## config.mk

```make
export PLATFORM = sky130hd
export DESIGN_NAME = half_duplex_uart_8n1_flat
export DESIGN_NICKNAME = d
export VERILOG_FILES = /design/src/hw/rtl/hdu_pkg.sv /design/src/hw/rtl/hdu_chan_if.sv /design/src/hw/rtl/half_duplex_uart_8n1.sv /design/src/flat_wrapper.sv
export SDC_FILE = /design/constraint.sdc
export NUM_CORES = 1
export LEC_CHECK = 0
export BUFFER_PORTS_ARGS = -buffer_cell sky130_fd_sc_hd__buf_2
export CAP_MARGIN = 20
export CORE_MARGIN = 3
export CORE_UTILIZATION = 45
export CTS_CLUSTER_SIZE = 10
export DETAILED_ROUTE_END_ITERATION = 16
export PLACE_DENSITY = 0.72
export SYNTH_ARGS = -nofsm -noshare
export SYNTH_HDL_FRONTEND = slang
export SYNTH_SLANG_ARGS = --single-unit
```

## constraint.sdc

```tcl
create_clock -name clk -period 3.05 [get_ports clk]
set_input_delay 0.305 -clock clk [delete_from_list [all_inputs] [get_ports clk]]
set_output_delay 0.305 -clock clk [all_outputs]
set_load 0.03 [all_outputs]
```

## src/hw/rtl/hdu_pkg.sv

```systemverilog
package hdu_pkg;

	localparam int DATA_BITS_DEF = 8;
	localparam int CFG_INDEX_W   = 2;
	localparam int CFG_DATA_W    = 8;

	// register indexes on the configuration channel
	localparam logic [CFG_INDEX_W-1:0] REG_RX_HALF_BIT = 2'd0;
	localparam logic [CFG_INDEX_W-1:0] REG_RX_BIT      = 2'd1;
	localparam logic [CFG_INDEX_W-1:0] REG_TX_BIT      = 2'd2;

	localparam logic [7:0] RX_HALF_BIT_RESET = 8'd52;
	localparam logic [7:0] RX_BIT_RESET      = 8'd103;
	localparam logic [7:0] TX_BIT_RESET      = 8'd103;

	typedef struct packed {
		logic       rx_level;
		logic       tx_request;
		logic [7:0] tx_byte;
		logic       tx_last;
	} tick_t;

	typedef struct packed {
		logic       tx_level;
		logic       rx_valid;
		logic [7:0] rx_byte;
		logic       tx_accepted;
		logic [2:0] line_mode;
	} result_t;

	typedef struct packed {
		logic [CFG_INDEX_W-1:0] index;
		logic [CFG_DATA_W-1:0]  data;
	} cfg_t;

endpackage

```

## src/hw/rtl/hdu_chan_if.sv

```systemverilog
interface hdu_chan_if #(
	parameter type payload_t = logic
);
	logic     valid;
	logic     ready;
	payload_t payload;

	modport source (output valid, output payload, input ready);
	modport sink (input valid, input payload, output ready);
endinterface

```

## src/hw/rtl/half_duplex_uart_8n1.sv

```systemverilog
// Half-duplex 8N1 UART, one prescaled timer tick per request.
// The result of a tick is registered and shows in the cycle after it is accepted.
// Throughput: one tick per cycle while results are taken; the output register frees as it is taken.
// Reset (arst_n low, asynchronous): idle mode, line released high, bit
// timing compares back to 52 / 103 / 103.
module half_duplex_uart_8n1 #(
	parameter int DATA_BITS = hdu_pkg::DATA_BITS_DEF
) (
	input  logic       clk,
	input  logic       arst_n,
	hdu_chan_if.sink   tick,
	hdu_chan_if.source result,
	hdu_chan_if.sink   cfg
);
	import hdu_pkg::*;

	localparam int FRAME_BITS = DATA_BITS + 2;

	localparam logic [2:0] MODE_IDLE    = 3'd0;
	localparam logic [2:0] MODE_RX_WAIT = 3'd1;
	localparam logic [2:0] MODE_RX_DATA = 3'd2;
	localparam logic [2:0] MODE_TX      = 3'd3;
	localparam logic [2:0] MODE_TX_HOLD = 3'd4;

	localparam logic [3:0] RX_LAST_BIT = 4'(DATA_BITS - 1);
	localparam logic [3:0] TX_LAST_BIT = 4'(FRAME_BITS - 1);

	logic [7:0] rx_half_cmp_q, rx_bit_cmp_q, tx_bit_cmp_q;

	logic [2:0]            mode_q, mode_d;
	logic [7:0]            tick_count_q, tick_count_d;
	logic [3:0]            bit_count_q, bit_count_d;
	logic [DATA_BITS-1:0]  rx_shift_q, rx_shift_d;
	logic [FRAME_BITS-1:0] tx_shift_q, tx_shift_d;
	logic                  prev_rx_q;
	logic                  burst_last_q, burst_last_d;

	logic    res_valid_q;
	result_t res_q, res_d;

	tick_t                 t;
	logic                  accept;
	logic                  falling;
	logic [DATA_BITS+7:0]  byte_ext;
	logic [DATA_BITS+7:0]  rx_ext;

	assign t          = tick.payload;
	assign tick.ready = !res_valid_q || result.ready;
	assign accept     = tick.valid && tick.ready;
	assign falling    = prev_rx_q && !t.rx_level;
	assign byte_ext   = {{DATA_BITS{1'b0}}, t.tx_byte};

	assign cfg.ready = 1'b1;

	always_ff @(posedge clk or negedge arst_n) begin
		if (!arst_n) begin
			rx_half_cmp_q <= RX_HALF_BIT_RESET;
			rx_bit_cmp_q  <= RX_BIT_RESET;
			tx_bit_cmp_q  <= TX_BIT_RESET;
		end else if (cfg.valid) begin
			case (cfg.payload.index)
				REG_RX_HALF_BIT: rx_half_cmp_q <= cfg.payload.data;
				REG_RX_BIT:      rx_bit_cmp_q  <= cfg.payload.data;
				REG_TX_BIT:      tx_bit_cmp_q  <= cfg.payload.data;
				default: ;
			endcase
		end
	end

	always_comb begin
		mode_d       = mode_q;
		tick_count_d = tick_count_q;
		bit_count_d  = bit_count_q;
		rx_shift_d   = rx_shift_q;
		tx_shift_d   = tx_shift_q;
		burst_last_d = burst_last_q;
		res_d        = '0;

		case (mode_q)
			MODE_IDLE, MODE_TX_HOLD: begin
				if (t.tx_request) begin
					res_d.tx_accepted = 1'b1;
					burst_last_d      = t.tx_last;
					tx_shift_d        = {1'b1, byte_ext[DATA_BITS-1:0], 1'b0};
					tick_count_d      = '0;
					bit_count_d       = '0;
					mode_d            = MODE_TX;
				end else if (mode_q == MODE_IDLE && falling) begin
					tick_count_d = '0;
					bit_count_d  = '0;
					mode_d       = MODE_RX_WAIT;
				end
			end
			MODE_RX_WAIT: begin
				if (tick_count_q == rx_half_cmp_q) begin
					tick_count_d = '0;
					mode_d       = MODE_RX_DATA;
				end else begin
					tick_count_d = tick_count_q + 8'd1;
				end
			end
			MODE_RX_DATA: begin
				if (tick_count_q == rx_bit_cmp_q) begin
					tick_count_d = '0;
					rx_shift_d   = {t.rx_level, rx_shift_q[DATA_BITS-1:1]};
					bit_count_d  = bit_count_q + 4'd1;
					if (bit_count_q >= RX_LAST_BIT) begin
						bit_count_d    = '0;
						res_d.rx_valid = 1'b1;
						mode_d         = MODE_IDLE;
					end
				end else begin
					tick_count_d = tick_count_q + 8'd1;
				end
			end
			MODE_TX: begin
				if (tick_count_q == tx_bit_cmp_q) begin
					tick_count_d = '0;
					tx_shift_d   = {1'b1, tx_shift_q[FRAME_BITS-1:1]};
					bit_count_d  = bit_count_q + 4'd1;
					if (bit_count_q >= TX_LAST_BIT) begin
						bit_count_d = '0;
						tx_shift_d  = '1;
						mode_d      = burst_last_q ? MODE_IDLE : MODE_TX_HOLD;
					end
				end else begin
					tick_count_d = tick_count_q + 8'd1;
				end
			end
			default: begin
				mode_d       = MODE_IDLE;
				tick_count_d = '0;
				bit_count_d  = '0;
				tx_shift_d   = '1;
			end
		endcase

		// received byte shows only on the completing tick
		rx_ext        = {8'd0, rx_shift_d};
		res_d.rx_byte = res_d.rx_valid ? rx_ext[7:0] : 8'd0;

		res_d.tx_level  = (mode_d == MODE_TX) ? tx_shift_d[0] : 1'b1;
		res_d.line_mode = mode_d;
	end

	always_ff @(posedge clk or negedge arst_n) begin
		if (!arst_n) begin
			mode_q       <= MODE_IDLE;
			tick_count_q <= '0;
			bit_count_q  <= '0;
			rx_shift_q   <= '0;
			tx_shift_q   <= '1;
			prev_rx_q    <= 1'b1;
			burst_last_q <= 1'b0;
		end else if (accept) begin
			mode_q       <= mode_d;
			tick_count_q <= tick_count_d;
			bit_count_q  <= bit_count_d;
			rx_shift_q   <= rx_shift_d;
			tx_shift_q   <= tx_shift_d;
			prev_rx_q    <= t.rx_level;
			burst_last_q <= burst_last_d;
		end
	end

	always_ff @(posedge clk or negedge arst_n) begin
		if (!arst_n) begin
			res_valid_q <= 1'b0;
		end else if (tick.ready) begin
			res_valid_q <= tick.valid;
		end
	end

	always_ff @(posedge clk) begin
		if (accept) begin
			res_q <= res_d;
		end
	end

	assign result.valid   = res_valid_q;
	assign result.payload = res_q;

endmodule

```

## src/flat_wrapper.sv

```systemverilog
// flat-port wrapper written by rule: the top's interface ports become plain ports
module half_duplex_uart_8n1_flat import hdu_pkg::*;
#(
	parameter int DATA_BITS = hdu_pkg::DATA_BITS_DEF
)
  (clk, arst_n, tick_valid, tick_payload, tick_ready, result_valid, result_payload, result_ready, cfg_valid, cfg_payload, cfg_ready);
  hdu_chan_if #(.payload_t(tick_t)) tick_i ();
  hdu_chan_if #(.payload_t(result_t)) result_i ();
  hdu_chan_if #(.payload_t(cfg_t)) cfg_i ();
  input  logic clk;
  input  logic arst_n;
  input wire logic [$bits(tick_i.valid)-1:0] tick_valid;
  input wire logic [$bits(tick_i.payload)-1:0] tick_payload;
  output wire logic [$bits(tick_i.ready)-1:0] tick_ready;
  output wire logic [$bits(result_i.valid)-1:0] result_valid;
  output wire logic [$bits(result_i.payload)-1:0] result_payload;
  input wire logic [$bits(result_i.ready)-1:0] result_ready;
  input wire logic [$bits(cfg_i.valid)-1:0] cfg_valid;
  input wire logic [$bits(cfg_i.payload)-1:0] cfg_payload;
  output wire logic [$bits(cfg_i.ready)-1:0] cfg_ready;
  assign tick_i.valid = tick_valid;
  assign tick_i.payload = tick_payload;
  assign tick_ready = tick_i.ready;
  assign result_valid = result_i.valid;
  assign result_payload = result_i.payload;
  assign result_i.ready = result_ready;
  assign cfg_i.valid = cfg_valid;
  assign cfg_i.payload = cfg_payload;
  assign cfg_ready = cfg_i.ready;
  half_duplex_uart_8n1 #(.DATA_BITS(DATA_BITS)) u_core (.clk(clk), .arst_n(arst_n), .tick(tick_i), .result(result_i), .cfg(cfg_i));
endmodule
```

# ---- Yosys cells after proc, flatten, opt, wreduce, memory -nomap -nowiden
# Index checks and enable logic that the tools add are counted.
dict set report word_totals {
  ff_bits 74
  output_inout_bits 17
  elab_cells 86
}
dict set report classes {
  n_addsub 2
  magnitude_cmp 2
  n_eq_ne 14
  n_mux 32
  bitwise_logic 2
  n_reduce_logical 17
}
# cell n
set ops {}
lappend ops {{two-way mux 8 bit} 7}
lappend ops {{one-hot mux 8 bit (4 select lines)} 1}
lappend ops {{one-hot mux 10 bit (3 select lines)} 1}
lappend ops {{== test 8 bit} 3}
lappend ops {{two-way mux 3 bit} 8}
lappend ops {{two-way mux 4 bit} 6}
lappend ops {{two-way mux 10 bit} 2}
lappend ops {{one-hot mux 4 bit (4 select lines)} 1}
lappend ops {{one-hot mux 3 bit (4 select lines)} 1}
lappend ops {{== test 3 x 2 -> 1 bit, second input constant} 3}
lappend ops {{two-way mux 9 bit} 1}
lappend ops {{adder 8 x 1 -> 8 bit, second input constant} 1}
lappend ops {{AND reduction 2 bit} 4}
lappend ops {{AND reduction 5 bit} 1}
lappend ops {{adder 4 x 1 -> 4 bit, second input constant} 1}
lappend ops {{greater-or-equal comparator 4 x 3 -> 1 bit, second input constant} 1}
lappend ops {{greater-or-equal comparator 4 bit, second input constant} 1}
lappend ops {{two-way mux 1 bit} 4}
lappend ops {{inequality test 2 x 1 -> 1 bit, second input constant} 2}
lappend ops {{AND reduction 4 bit} 1}
lappend ops {{OR reduction 2 bit} 2}
lappend ops {{== test 3 x 1 -> 1 bit, second input constant} 1}
lappend ops {{== test 3 bit, second input constant} 1}
lappend ops {{logical AND 1 bit} 3}
lappend ops {{other kinds (10)} 12}

# ---- Logic depth before layout (Yosys ltp)
dict set report logic_depth {
  word_depth 7
  depth_mapped 9
  depth_no_buf 8
}

# ---- Worst setup path after synthesis
# Ideal clock, no wire load.
dict set report synth_timing {
  path_type {register -> register}
  from {reg u_core.res_valid_q, in the netlist u_core.result.valid}
  to {reg u_core.rx_shift_q[1]}
  setup_time_ns 0.125
  arrival_ns 2.299
  slack_ns 0.626
  stages_incl_launch_ff 6
  period_less_slack_ns 2.424
  path_cell_list {dfrtp_1 -> nand2b_1 -> nand2_1 -> clkinv_1 -> nand3_1 -> mux2_2}
}
dict set report synth_between {
  elab_chain_cells 3
}
# item line_no
set synth_lines {}
lappend synth_lines {{start, declared} half_duplex_uart_8n1.sv:38} ;# logic res_valid_q;
lappend synth_lines {{start signal, assigned} half_duplex_uart_8n1.sv:170} ;# res_valid_q <= tick.valid;
lappend synth_lines {{logical NOT 1 bit} half_duplex_uart_8n1.sv:48} ;# assign tick.ready = !res_valid_q || result.ready;
lappend synth_lines {{logical OR 1 bit} half_duplex_uart_8n1.sv:48}
lappend synth_lines {{via tick_ready} flat_wrapper.sv:14} ;# output wire logic [$bits(tick_i.ready)-1:0] tick_ready;
lappend synth_lines {{logical AND 1 bit} half_duplex_uart_8n1.sv:49} ;# assign accept = tick.valid && tick.ready;
lappend synth_lines {{via u_core.accept} half_duplex_uart_8n1.sv:42} ;# logic accept;
lappend synth_lines {{end signal, assigned} half_duplex_uart_8n1.sv:159} ;# rx_shift_q <= rx_shift_d;
lappend synth_lines {{end, declared} half_duplex_uart_8n1.sv:33} ;# logic [DATA_BITS-1:0] rx_shift_q, rx_shift_d;
# The timed path passes the listed nets, and every way through them passes these cells.
# A chain may end at the register's enable or synchronous reset.

# ---- Worst setup path in the final report
dict set report layout_timing {
  from {reg u_core.bit_count_q[0]}
  to {reg u_core.mode_q[0]}
}
dict set report layout_between {
  elab_chain_cells 4
  elab_cells_between_ends 7
  classes_between {order compare (2); mux (5)}
}
# item line_no
set layout_lines {}
lappend layout_lines {{start, declared} half_duplex_uart_8n1.sv:32} ;# logic [3:0] bit_count_q, bit_count_d;
lappend layout_lines {{start signal, assigned} half_duplex_uart_8n1.sv:158} ;# bit_count_q <= bit_count_d;
lappend layout_lines {{greater-or-equal comparator 4 bit / greater-or-equal comparator 4 x 3 -> 1 bit (equally long branches)} {half_duplex_uart_8n1.sv:121, half_duplex_uart_8n1.sv:107}}
lappend layout_lines {{two-way mux 3 bit (on tied branches)} {half_duplex_uart_8n1.sv:121, half_duplex_uart_8n1.sv:107}}
lappend layout_lines {{two-way mux 3 bit (on tied branches)} {half_duplex_uart_8n1.sv:117, half_duplex_uart_8n1.sv:103}}
lappend layout_lines {{one-hot mux 3 bit (4 select lines) *} half_duplex_uart_8n1.sv:79} ;# case (mode_q)
lappend layout_lines {{via u_core.mode_d[0]} half_duplex_uart_8n1.sv:30} ;# logic [2:0] mode_q, mode_d;
lappend layout_lines {{end signal, assigned} half_duplex_uart_8n1.sv:156} ;# mode_q <= mode_d;
lappend layout_lines {{end, declared} half_duplex_uart_8n1.sv:30}
# Mark *: on every way through the listed nets, which the timed path passes. The rest lies on a longest branch.

==> results by group <==
Status
  – Status: finished clean

Synthesis
  – Synthesized area per cell: about 12 um2
  – Post-synth EDFFs: 14
  – Seq/Total Area, Yosys: approximately 54%
  – Syn_nets: 334
  – Synthesized instance count: between 300 and 400
  – Synth area leaders: dfrtp_1 24%, dfstp_2 18%, mux2_2 13%
  – Post-synth cell types: 47
  – #FFs+latches synth: 73
  – Ys async rst share: approximately four fifths
  – Leading area contributor after synthesis: dfrtp_1
  – Main synth FF type: dfrtp_1
  – Synth Cell Area: 3590 um2
  – Ys Warns: 0
  – Area share of the largest cell type after synthesis: 24.4%

Timing
  – Setup TNS: 0 ns
  – Worst-Margin Slew: 0.734 ns
  – Final setup fails: 0
  – Relative slew margins: 50.9%
  – Fmax: 389 MHz
  – Tcrit/Tclk final: 84.2%
  – Min Tclk post-route: 2.57 ns
  – RSZ-0062 raised after global routing: false
  – Final hold violations: 0
  – Slew Viols, Final: 0
  – Skew final: 0.00744 ns

Power
  – Flop pwr share: 45.1%
  – Worst vdd ir: approximately 360 uV
  – Clock power share: around a quarter
  – LEAKAGE: 0.00165 uW
  – Net Sw Frac: 32.1%
  – Pwr Density: 778 nW/um2
  – Sw power: 1030 uW
  – Int Pwr: about 2200 uW
  – Combinational power share: 29.6%
  – Power Total: 3190 uW

Clock tree
  – Clock Latency Late Sink: around 0.35 ns
  – Clock root buffer: clkbuf_8
  – Post-CTS sizing: 0
  – Post-CTS Hold Buffers: 0
  – TritonCTS Sinks: 73
  – H-tree depth: 3
  – Reg clk slew, reported paths: 0.07 ns
  – CTS Buf Count: 9
  – CTS tree: built
  – Clock buffer depth: 2
  – Post-CTS Setup Inserts: 0

Cells and area
  – ANT cells: 0
  – FF/Latch Area: 1930 um2
  – Area growth, synth to finish: 14.3%
  – Share of layout cells above drive strength 1: 38.8%
  – Layout fillers: 656
  – Multi-input logic area: 1550 um2
  – Layout Nets: 378

Detailed routing
  – Remaining DRCs: 0
  – Routed WL: 6510 um
  – TritonRoute pass-1 iters: 4
  – Starting DRT DRC Count: 110
  – Post-route ant nets: 0
  – Vias per cell: around 5.2
  – WL per Instance: roughly 14 um
  – Vias: 2,359

Die
  – IO Count: 43
  – Die Span Y: between 90 and 100 um
  – Die width: 95.3 um
  – # rows: 31
  – CORE AREA: 7490 um2
  – DIE AREA: 9080 um2
  – Initial core utilization: 47.9%

Global routing
  – Vias in the first global route: 2,277
  – Initial antenna violation count: 0
  – First-pass GRT wire length: 10,900 um
  – Gr usage total: 15.8%
  – Gr ovfl total: 0
  – Largest net degree at the start of global routing: 49

Flow run
  – Max Cap Viol: 0

Hold path
  – Worst Hold Class: input port to flip-flop

Placed design
  – Port Buf Inserts: 41
  – GPL Wtd Cong: between 0.8 and 0.9
  – Hpwl dp: 4700 um

Setup path
  – Kind of critical path: flip-flop to flip-flop
  – CP Launch Type: flip-flop
  – Crit. End Element: flip-flop
  – CP max FO: 11
  – Crit path max-delay cell type: nor2_1
  – Crit path arrival time: 2.80 ns
  – Slowest stage delay, CP: 0.54 ns
  – Worst path cell trace: inv_1, ha_1, nor3b_1, nor2_1, or2_2, nand2_1, or3b_2, mux2_2
  – R2r setup slk: 0.48 ns
  – Critical Path RT: around 3.3 ns
  – WP buf/inv: 1
  – Top cell family by delay on the critical path: simple AND/OR/NAND/NOR gates
[worst paths after layout]
check | from | endpoint | cells past startpoint
max | u_core.bit_count_q[0] | u_core.mode_q[0] | 8
min | tick_valid | u_core.result.valid | 2
max reg2reg | u_core.bit_count_q[0] | u_core.mode_q[0] | 8
min reg2reg | u_core.tx_shift_q[0] | u_core.tx_shift_q[0] | 2
max in group asynchronous | arst_n | u_core.rx_bit_cmp_q[0] | 4
min in group asynchronous | arst_n | u_core.rx_shift_q[7] | 2
[state kept, by name, indices dropped and copies added, names as in the netlist, 3 cells and up]
register,flops
u_core.mode_q,3
u_core.tx_shift_q,10
u_core.bit_count_q,4
u_core.result.payload,14
u_core.rx_shift_q,7
u_core.tx_bit_cmp_q,8
u_core.rx_half_cmp_q,8
u_core.tick_count_q,8
u_core.rx_bit_cmp_q,8
[cells in the final DEF (no fill, tap or decap), types with 2 or more instances in the layout]
master / n
mux2_2: 43
buf_2: 41
dfrtp_1: 35
xnor2_1: 26
nor2_1: 24
dfstp_2: 24
o21ai_0: 22
nand2_1: 15
edfxtp_1: 14
a21oi_1: 10
and2_1: 10
clkbuf_8: 9
nand4_1: 7
inv_1: 6
nand3_1: 6
nand2b_1: 5
nor3b_1: 4
or2_2: 4
ha_1: 4
buf_4: 4
o22ai_1: 3
or3_1: 2
clkinv_1: 2
nor3_1: 2
a2bb2oi_1: 2
nand3b_1: 2
bufinv_16: 2
clkinv_2: 2
[stage by stage]
stage	cell area [um2]	std cells	utilization (%)	hold slack (ns)	worst slack, ns
after floorplan	3590	304	-	0.00941	0.626
after global placement	3860	434	51.5	0.473	0.601
after detailed placement	3860	434	51.5	0.495	0.521
after CTS	4070	450	54.4	0.176	0.496
after global routing	4100	452	54.8	0.191	0.363
final	4100	452	54.8	0.191	0.480
[synthesized netlist by cell type (2+ instances only)]
cell type,n
a21oi_1,10
buf_2,3
buf_6,3
nand3b_1,2
nor3b_1,4
nor3_1,2
xnor2_1,26
a2bb2oi_1,2
nand2b_1,5
or3_1,2
mux2_2,43
nand2_1,15
and2_1,10
nor2_1,24
ha_1,4
edfxtp_1,14
nand3_1,6
dfstp_2,24
o22ai_1,3
buf_4,2
nand4_1,7
clkbuf_1,5
inv_1,6
or2_2,4
dfrtp_1,35
o21ai_0,22
[per-layer routing]
metal,track usage (%),wire length [um],vias up,share of wire (%)
li1,-,-,1157,-
met1,20.6,3100,1140,48
met2,25.0,3030,54,46
met3,4.74,294,8,4.5
met4,5.77,93,0,1.4
met5,0,0,-,0
[power by group through the flow]
| stage | registers [uW] | logic [uW] | clock network (uW) |
|---|---|---|---|
| after floorplan | 1430 | 753 | 0 |
| after global placement | 1450 | 917 | 0 |
| after detailed placement | 1460 | 939 | 0 |
| after CTS | 1440 | 945 | 835 |
| after global routing | 1470 | 1060 | 871 |
| final | 1440 | 944 | 807 |
[final cells by class]
type,count,share of cell area [%]
clock inverters,6,2.01
well taps,99,3.02
repair buffers,47,6.47
inverters,7,0.641
flip-flops and latches,73,47.0
clock buffers,10,3.11
multi-input cells,210,37.7
[cells by family after synthesis]
family / Yosys count / synth area share [%]
simple gates: 87 / 13.4
mux: 44 / 13.8
buf+inv: 21 / 3.17
flops: 73 / 53.7
xor+xnor: 27 / 6.59
compound gates: 47 / 7.88
fa+ha+maj: 4 / 1.40
other cells: 1 / 0.105
No activity file was read; power rests on OpenSTA's default activity.
